### src/rtl/unix_to_local_civil_date_dst_defines.svh
// Assertion macros shared by the converter RTL.
`ifndef UNIX_TO_LOCAL_CIVIL_DATE_DST_DEFINES_SVH
`define UNIX_TO_LOCAL_CIVIL_DATE_DST_DEFINES_SVH

// Same-cycle implication, disabled while in reset.
`define ULCD_ASSERT_IMPL(label, clk, rst, ante, cons) \
  label: assert property (@(posedge clk) disable iff (rst) (ante) |-> (cons)) \
    else $error("ulcd same-cycle check failed");

// Next-cycle implication, disabled while in reset.
`define ULCD_ASSERT_NEXT(label, clk, rst, ante, cons) \
  label: assert property (@(posedge clk) disable iff (rst) (ante) |=> (cons)) \
    else $error("ulcd next-cycle check failed");

`endif

### src/rtl/ulcd_pkg.sv
// Shared widths, constants, reciprocals and tables for the civil date converter.
`default_nettype none

package ulcd_pkg;

  localparam int SecondsWidth  = 32;
  localparam int OffsetWidth   = 11;
  localparam int YearWidth     = 12;
  localparam int MonthWidth    = 4;
  localparam int DayWidth      = 5;
  localparam int SodWidth      = 17;
  localparam int KeyWidth      = 20;
  localparam int DaysWidth     = 16;
  localparam int SideWidth     = 32;
  localparam int CfgIndexWidth = 2;

  localparam logic [CfgIndexWidth-1:0] RegStandardOffset = 2'd0;
  localparam logic [CfgIndexWidth-1:0] RegSummerOffset   = 2'd1;

  localparam logic signed [OffsetWidth-1:0] StandardOffsetReset = 11'sd60;
  localparam logic signed [OffsetWidth-1:0] SummerOffsetReset   = 11'sd120;

  localparam logic [MonthWidth-1:0] MonthMarch     = 4'd3;
  localparam logic [MonthWidth-1:0] MonthApril     = 4'd4;
  localparam logic [MonthWidth-1:0] MonthSeptember = 4'd9;
  localparam logic [MonthWidth-1:0] MonthOctober   = 4'd10;

  localparam logic [SecondsWidth-1:0] SecondsPerDay = 32'd86400;
  localparam logic [SodWidth-1:0]     SecondsPerHour = 17'd3600;

  // 86400 = 2^7 * 675: shift out the power of two, then scale by 1/675.
  localparam int DayShift      = 7;
  localparam int Recip675Shift = 35;
  localparam logic [25:0] Recip675 =
    26'(((64'd1 << Recip675Shift) + 64'd675 - 64'd1) / 64'd675);

  localparam logic [19:0] EpochShift = 20'd719468;
  localparam logic [19:0] Era4Start  = 20'd584388;
  localparam logic [19:0] Era5Start  = 20'd730485;
  localparam logic [YearWidth-1:0] Era4Year = 12'd1600;
  localparam logic [YearWidth-1:0] Era5Year = 12'd2000;

  localparam logic [17:0] CenturyDays1 = 18'd36524;
  localparam logic [17:0] CenturyDays2 = 18'd73048;
  localparam logic [17:0] CenturyDays3 = 18'd109572;
  localparam logic [17:0] CenturyDays4 = 18'd146096;

  localparam int Recip1460Shift = 29;
  localparam logic [18:0] Recip1460 =
    19'(((64'd1 << Recip1460Shift) + 64'd1460 - 64'd1) / 64'd1460);
  localparam int Recip365Shift = 27;
  localparam logic [18:0] Recip365 =
    19'(((64'd1 << Recip365Shift) + 64'd365 - 64'd1) / 64'd365);
  localparam int Recip153Shift = 19;
  localparam logic [11:0] Recip153 =
    12'(((64'd1 << Recip153Shift) + 64'd153 - 64'd1) / 64'd153);
  localparam int Recip100Shift = 19;
  localparam logic [12:0] Recip100 =
    13'(((64'd1 << Recip100Shift) + 64'd100 - 64'd1) / 64'd100);
  localparam int Recip400Shift = 21;
  localparam logic [12:0] Recip400 =
    13'(((64'd1 << Recip400Shift) + 64'd400 - 64'd1) / 64'd400);
  localparam int Recip7Shift = 16;
  localparam logic [13:0] Recip7 =
    14'(((64'd1 << Recip7Shift) + 64'd7 - 64'd1) / 64'd7);

  // Month bias plus the 31 of the last day: March has bias 2, October bias 6.
  localparam logic [12:0] WeekdayBiasMarch   = 13'd33;
  localparam logic [12:0] WeekdayBiasOctober = 13'd37;

  localparam logic [KeyWidth-1:0] KeyYearWeight  = 20'd372;
  localparam logic [KeyWidth-1:0] KeyMonthWeight = 20'd31;

  typedef struct packed {
    logic [YearWidth-1:0]  year;
    logic [MonthWidth-1:0] month;
    logic [DayWidth-1:0]   day;
  } civil_t;

  // First day-of-year of each month in a March-based year.
  function automatic logic [8:0] month_start(input logic [3:0] mp);
    logic [8:0] r;
    case (mp)
      4'd0:    r = 9'd0;
      4'd1:    r = 9'd31;
      4'd2:    r = 9'd61;
      4'd3:    r = 9'd92;
      4'd4:    r = 9'd122;
      4'd5:    r = 9'd153;
      4'd6:    r = 9'd184;
      4'd7:    r = 9'd214;
      4'd8:    r = 9'd245;
      4'd9:    r = 9'd275;
      4'd10:   r = 9'd306;
      4'd11:   r = 9'd337;
      default: r = 9'd0;
    endcase
    return r;
  endfunction

endpackage

`default_nettype wire

### src/rtl/ulcd_date.sv
// Eight-stage pipeline: second count to civil date and second of day.
`default_nettype none

module ulcd_date (
  input  wire                                clk,
  input  wire                                rst,
  input  wire                                in_valid,
  output logic                               in_ready,
  input  wire [ulcd_pkg::SecondsWidth-1:0]   seconds,
  input  wire [ulcd_pkg::SideWidth-1:0]      side_in,
  output logic                               out_valid,
  input  wire                                out_ready,
  output ulcd_pkg::civil_t                   date,
  output logic [ulcd_pkg::SodWidth-1:0]      sod,
  output logic [ulcd_pkg::SideWidth-1:0]     side_out
);

  localparam int NumStages = 8;

  logic [NumStages-1:0] vld;
  logic [NumStages-1:0] vld_next;
  logic [NumStages-1:0] en;

  assign en[NumStages-1] = !vld[NumStages-1] || out_ready;
  for (genvar k = 0; k < NumStages - 1; k++) begin : g_ready
    assign en[k] = !vld[k] || en[k+1];
  end

  assign vld_next = (en & {vld[NumStages-2:0], in_valid}) | (~en & vld);
  assign in_ready = en[0];

  always_ff @(posedge clk) begin
    if (rst) begin
      vld <= '0;
    end else begin
      vld <= vld_next;
    end
  end

  // sideband and second-of-day travel alongside the date math
  logic [ulcd_pkg::SideWidth-1:0] side_q [NumStages];
  logic [ulcd_pkg::SodWidth-1:0]  sod_q  [1:NumStages-1];

  always_ff @(posedge clk) begin
    if (en[0]) begin
      side_q[0] <= side_in;
    end
    for (int k = 1; k < NumStages; k++) begin
      if (en[k]) begin
        side_q[k] <= side_q[k-1];
      end
    end
  end

  // stage 0: scale by reciprocal of the odd part of 86400
  logic [ulcd_pkg::SecondsWidth-1:0] sec0;
  logic [50:0]                       prod0;

  always_ff @(posedge clk) begin
    if (en[0]) begin
      sec0  <= seconds;
      prod0 <= 51'(seconds[ulcd_pkg::SecondsWidth-1:ulcd_pkg::DayShift])
               * 51'(ulcd_pkg::Recip675);
    end
  end

  // stage 1: day number and remainder
  logic [ulcd_pkg::DaysWidth-1:0] days_c;
  logic [ulcd_pkg::DaysWidth-1:0] days1;

  assign days_c = prod0[ulcd_pkg::Recip675Shift +: ulcd_pkg::DaysWidth];

  always_ff @(posedge clk) begin
    if (en[1]) begin
      days1    <= days_c;
      sod_q[1] <= ulcd_pkg::SodWidth'(sec0
                  - ulcd_pkg::SecondsWidth'(days_c) * ulcd_pkg::SecondsPerDay);
    end
    for (int k = 2; k < NumStages; k++) begin
      if (en[k]) begin
        sod_q[k] <= sod_q[k-1];
      end
    end
  end

  // stage 2: shift to March-based eras, pick the era
  logic [19:0] z_c;
  logic        era_hi_c;
  logic [17:0] doe2;
  logic        era2;

  assign z_c      = 20'(days1) + ulcd_pkg::EpochShift;
  assign era_hi_c = z_c >= ulcd_pkg::Era5Start;

  always_ff @(posedge clk) begin
    if (en[2]) begin
      doe2 <= 18'(z_c - (era_hi_c ? ulcd_pkg::Era5Start : ulcd_pkg::Era4Start));
      era2 <= era_hi_c;
    end
  end

  // stage 3: leap-cycle corrections
  logic [36:0] prod3;
  logic [2:0]  cent3;
  logic        last3;
  logic [17:0] doe3;
  logic        era3;

  always_ff @(posedge clk) begin
    if (en[3]) begin
      prod3 <= 37'(doe2) * 37'(ulcd_pkg::Recip1460);
      cent3 <= 3'(doe2 >= ulcd_pkg::CenturyDays1) + 3'(doe2 >= ulcd_pkg::CenturyDays2)
             + 3'(doe2 >= ulcd_pkg::CenturyDays3) + 3'(doe2 >= ulcd_pkg::CenturyDays4);
      last3 <= doe2 >= ulcd_pkg::CenturyDays4;
      doe3  <= doe2;
      era3  <= era2;
    end
  end

  // stage 4: year of era by scaling with 1/365
  logic [17:0] n_c;
  logic [36:0] prod4;
  logic [17:0] doe4;
  logic        era4;

  assign n_c = doe3 - 18'(prod3[36:ulcd_pkg::Recip1460Shift]) + 18'(cent3) - 18'(last3);

  always_ff @(posedge clk) begin
    if (en[4]) begin
      prod4 <= 37'(n_c) * 37'(ulcd_pkg::Recip365);
      doe4  <= doe3;
      era4  <= era3;
    end
  end

  // stage 5: day of year
  logic [8:0]  yoe_c;
  logic [1:0]  cent_y_c;
  logic [17:0] year_days_c;
  logic [8:0]  doy5;
  logic [8:0]  yoe5;
  logic        era5;

  assign yoe_c       = prod4[ulcd_pkg::Recip365Shift +: 9];
  assign cent_y_c    = 2'(yoe_c >= 9'd100) + 2'(yoe_c >= 9'd200) + 2'(yoe_c >= 9'd300);
  assign year_days_c = 18'(yoe_c) * 18'd365 + 18'(yoe_c[8:2]) - 18'(cent_y_c);

  always_ff @(posedge clk) begin
    if (en[5]) begin
      doy5 <= 9'(doe4 - year_days_c);
      yoe5 <= yoe_c;
      era5 <= era4;
    end
  end

  // stage 6: March-based month index
  logic [10:0] mx_c;
  logic [22:0] prod6_c;
  logic [3:0]  mp6;
  logic [8:0]  doy6;
  logic [8:0]  yoe6;
  logic        era6;

  assign mx_c    = 11'({doy5, 2'b00}) + 11'(doy5) + 11'd2;
  assign prod6_c = 23'(mx_c) * 23'(ulcd_pkg::Recip153);

  always_ff @(posedge clk) begin
    if (en[6]) begin
      mp6  <= prod6_c[ulcd_pkg::Recip153Shift +: 4];
      doy6 <= doy5;
      yoe6 <= yoe5;
      era6 <= era5;
    end
  end

  // stage 7: calendar month, day and year
  logic [ulcd_pkg::MonthWidth-1:0] mon_c;
  ulcd_pkg::civil_t                date7;

  assign mon_c = (mp6 < 4'd10) ? mp6 + 4'd3 : mp6 - 4'd9;

  always_ff @(posedge clk) begin
    if (en[7]) begin
      date7.day   <= 5'(doy6 - ulcd_pkg::month_start(mp6) + 9'd1);
      date7.month <= mon_c;
      date7.year  <= 12'(yoe6) + (era6 ? ulcd_pkg::Era5Year : ulcd_pkg::Era4Year)
                     + 12'(mon_c <= 4'd2);
    end
  end

  assign out_valid = vld[NumStages-1];
  assign date      = date7;
  assign sod       = sod_q[NumStages-1];
  assign side_out  = side_q[NumStages-1];

endmodule

`default_nettype wire

### config.mk
export PLATFORM = sky130hd
export DESIGN_NAME = ulcd_date
export DESIGN_NICKNAME = d
export VERILOG_FILES = /design/src/rtl/unix_to_local_civil_date_dst_defines.svh /design/src/rtl/ulcd_pkg.sv /design/src/rtl/ulcd_date.sv
export SDC_FILE = /design/constraint.sdc
export NUM_CORES = 2
export LEC_CHECK = 0
export BUFFER_PORTS_ARGS = -buffer_cell sky130_fd_sc_hd__buf_4
export CAP_MARGIN = 20
export CORE_ASPECT_RATIO = 0.5
export CORE_MARGIN = 10
export CORE_UTILIZATION = 55
export CTS_BUF_LIST = sky130_fd_sc_hd__clkbuf_8
export CTS_CLUSTER_DIAMETER = 120
export DETAILED_ROUTE_END_ITERATION = 12
export PLACE_DENSITY_LB_ADDON = 0.2
export SLEW_MARGIN = 20
export SYNTH_ARGS = -nofsm -noshare
export SYNTH_HDL_FRONTEND = slang
export SYNTH_SLANG_ARGS = --single-unit
### constraint.sdc
create_clock -name clk -period 18.4 [get_ports clk]
set_input_delay 2.76 -clock clk [delete_from_list [all_inputs] [get_ports clk]]
set_output_delay 2.76 -clock clk [all_outputs]
set_load 0.01 [all_outputs]
==> run_results.csv <==
group,metric,value,unit
floorplan,coreArea,80100,um2
synthesis,synth_fp_nets,4846,
critical_path,crit_path_max_fanout,9,
cells_and_area,design_area,48510,um2
synthesis,yosysWarningCount,0,
cells_and_area,final_nets,5035,
drt,post_drt_via_cell_ratio,5.110,
drt,ant_nets,0,
critical_path,cpMaxStageDelayCell,"xor2_2",
sta,rsz0062_at_grt,"false",
global_routing,grtUsageMet3,0.02282,
synthesis,synthArstFlopShare,0,
sta,setup_viol,0,
sta,skew,42.70,ps
synthesis,ys_top_cells_by_count,"ha_1, inv_1, edfxtp_1",
sta,clock.fmax,109.0,MHz
worst_hold_path,min_from,"side_q[1][70]$_DFFE_PN_",
drt,vias,24656,
floorplan,rows,73,
placed_design,place_area,46980,um2
critical_path,critPathRequiredTime,18790,ps
drt,drt_iter0_markers,1117,
synthesis,ys_seq_area_frac,0.3758,
drt,firstDrtPassIters,5,
placed_design,io_buffer_count,139,
worst_hold_path,hold_depth,0,
floorplan,io_pins,140,
critical_path,cp_data_arrival_time,9570,ps
cells_and_area,fillCellCount,6377,
sta,fin_crit_sh,0.4986,
floorplan,fp.dieH,221.8,um
global_routing,grt_use_total,0.1829,
synthesis,synth_area,44800,um2
global_routing,grtUsageMet1,0.2295,
sta,fin_crit,9175,ps
drt,remaining_drc_errors,0,
critical_path,end_kind,"flip-flop",
clocking,postCtsSetupRepairBufs,0,
drt,routed_wl,83.89,mm
synthesis,ys_ff_latch,565,
clocking,htreeDepth,3,
global_routing,grt_overflow_total,0,
critical_path,worstReg2RegEnd,"prod4[32]$_DFFE_PN_",
synthesis,synth.distinct_cells,75,
run,cap_violations,0,
global_routing,antenna_found_initial,2,
sta,finalHoldViolations,0,
synthesis,yosysTopAreaCellShare,0.3700,
floorplan,dieArea,93970,um2
drt,wl_per_cell,17.39,um
worst_hold_path,hp-class,"reg -> reg",
status,status,"finished clean",
synthesis,synth_flop_cell,"edfxtp_1",
clocking,cts_resized,0,
floorplan,dieWidth,423.6,um
sta,worstMarginPinSlew,1027,ps
global_routing,grt_pass1_vias,26823,
synthesis,synth_edf_count,552,
cells_and_area,regArea,16840,um2
cells_and_area,area_delta_synth_final,8.269,%
clocking,hold_buffers,0,
clocking,cts_max_path_buffers,3,
synthesis,synth_most_common_cell,"ha_1",
clocking,cts_root_buf,"clkbuf_8",
critical_path,path_buf_inv,8,
critical_path,path_class,"reg -> reg",
critical_path,start_kind,"flip-flop",
critical_path,rr_startpoint,"cent3[0]$_DFFE_PN_",
critical_path,critical_path.top_delay_family,"adder cells",
synthesis,syn_inst,3493,
worst_hold_path,hold-path-endpoint,"side_q[1][102]$_DFFE_PP_",
clocking,cts_tree,"done",
placed_design,globalplace.congestion,0.9008,
placed_design,hpwl,68.25,mm
global_routing,grt_pass1_wl,138.8,mm
sta,slew_headroom,0.3132,
synthesis,synth_area_leaders,"edfxtp_1, ha_1, fa_1",
synthesis,syn_area_per_cell,12.83,um2
clocking,cts_buffers,83,
sta,fin_tns_setup,0,ps
cells_and_area,multi_input_area,24630,um2
critical_path,r2r_slack,9230,ps
clocking,clk_latency,660,ps
global_routing,busiest_layer,"met2",
synthesis,yosys.area.top_type,"edfxtp_1",
sta,slew_violations,0,
floorplan,start_util,0.5593,
clocking,cts.sinks,565,
critical_path,cpPeakStageDelay,560,ps
critical_path,reg2reg_depth,35,
clocking,path_clk_slew,60,ps
cells_and_area,drive_gt1_frac,0.07736,
global_routing,met2_usage,0.3337,
global_routing,grt_max_degree,81,
## sequential cells by signal, indices dropped and copies added, names as in the netlist, 3 cells and up, named ones only
name    flops
cent3       3
date       21
days1      16
doe2       18
doe3       18
doe4        9
doy5        9
doy6        5
mp6         4
prod0      16
prod3       8
prod4       9
sec0       17
side_q    256
sod_q     119
yoe5        9
yoe6        9
## worst register-to-register path, delay by kind of cell (launching register included)
kind / cells / cell delay (ps)
buffers and inverters: 8 / 600
adder cells (fa/ha/maj): 11 / 4600
flip-flops: 1 / 390
AO/OA/AOI/OAI: 13 / 2600
XOR/XNOR: 2 / 640
AND/OR/NAND/NOR: 1 / 80
## final cells by class
cell class / instances / area share
Antenna cell: 2 / 0.0001032
Clock buffer: 83 / 0.02355
Clock inverter: 56 / 0.006990
Inverter: 800 / 0.06191
Multi-Input combinational cell: 2076 / 0.5077
Sequential cell: 565 / 0.3471
Tap cell: 1087 / 0.02804
Timing Repair Buffer: 156 / 0.02463
## cell usage in the layout (no fill, tap or decap), types with 7 or more instances in the layout
cell	n
nand2b_1	15
a21o_1	43
nand2_1	69
o21bai_1	15
a211oi_1	12
a21oi_1	113
clkbuf_8	83
and3_1	7
edfxtp_1	552
nand3_1	24
clkinv_1	17
ha_1	828
o21a_1	26
nor2_1	70
o21ai_0	61
or2_2	8
inv_1	819
buf_4	154
nor2b_1	17
dfxtp_1	13
fa_1	457
nand4_1	17
o211ai_1	8
xor2_1	45
nor3_1	19
xnor2_1	103
a31oi_1	14
## per-layer routing
layer	up-vias	wire length [um]
li1	12015	-
met1	12238	36410
met2	318	43580
met3	85	2287
met4	0	1622
met5	-	0
## stage by stage
step | util | std cells | worst slack, ps | hold WS (ps)
2_1_floorplan | - | 3493 | 8785 | 400.3
3_3_place_gp | 0.5864 | 4683 | 9056 | 400.4
3_5_place_dp | 0.5865 | 4683 | 8801 | 404.5
4_1_cts | 0.6050 | 4822 | 8823 | 387.6
5_1_grt | 0.6056 | 4825 | 8691 | 387.3
6_report | 0.6056 | 4825 | 9225 | 398.4
## worst max-delay path by stage
stage	startpoint	endpoint	slack, ps	cells after the start
global route	prod3[29]$_DFFE_PN_	prod4[31]$_DFFE_PN_	8690	36
global placement	prod3[29]$_DFFE_PN_	prod4[32]$_DFFE_PN_	9060	36
finish	cent3[0]$_DFFE_PN_	prod4[32]$_DFFE_PN_	9230	35
floorplan	out_ready	in_ready	8780	6
CTS	cent3[0]$_DFFE_PN_	prod4[32]$_DFFE_PN_	8820	35
detailed placement	cent3[0]$_DFFE_PN_	prod4[32]$_DFFE_PN_	8800	35
## kinds of logic (layout without fill, tap and decap cells)
family | Yosys count | in the layout | share of synthesized area
adders and majority gates | 1285 | 1285 | 0.4354
muxes | 7 | 7 | 0.001703
buffers and inverters | 852 | 1095 | 0.07549
DFF | 565 | 565 | 0.3758
other | 0 | 2 | 0
and+or+nand+nor | 283 | 283 | 0.03156
AOI/OAI and AO/OA | 351 | 351 | 0.05072
xor gates and xnor gates | 150 | 150 | 0.02932
Power is not shown: default switching activity piles up to over one toggle a cycle in this logic, so the estimate is an artifact.
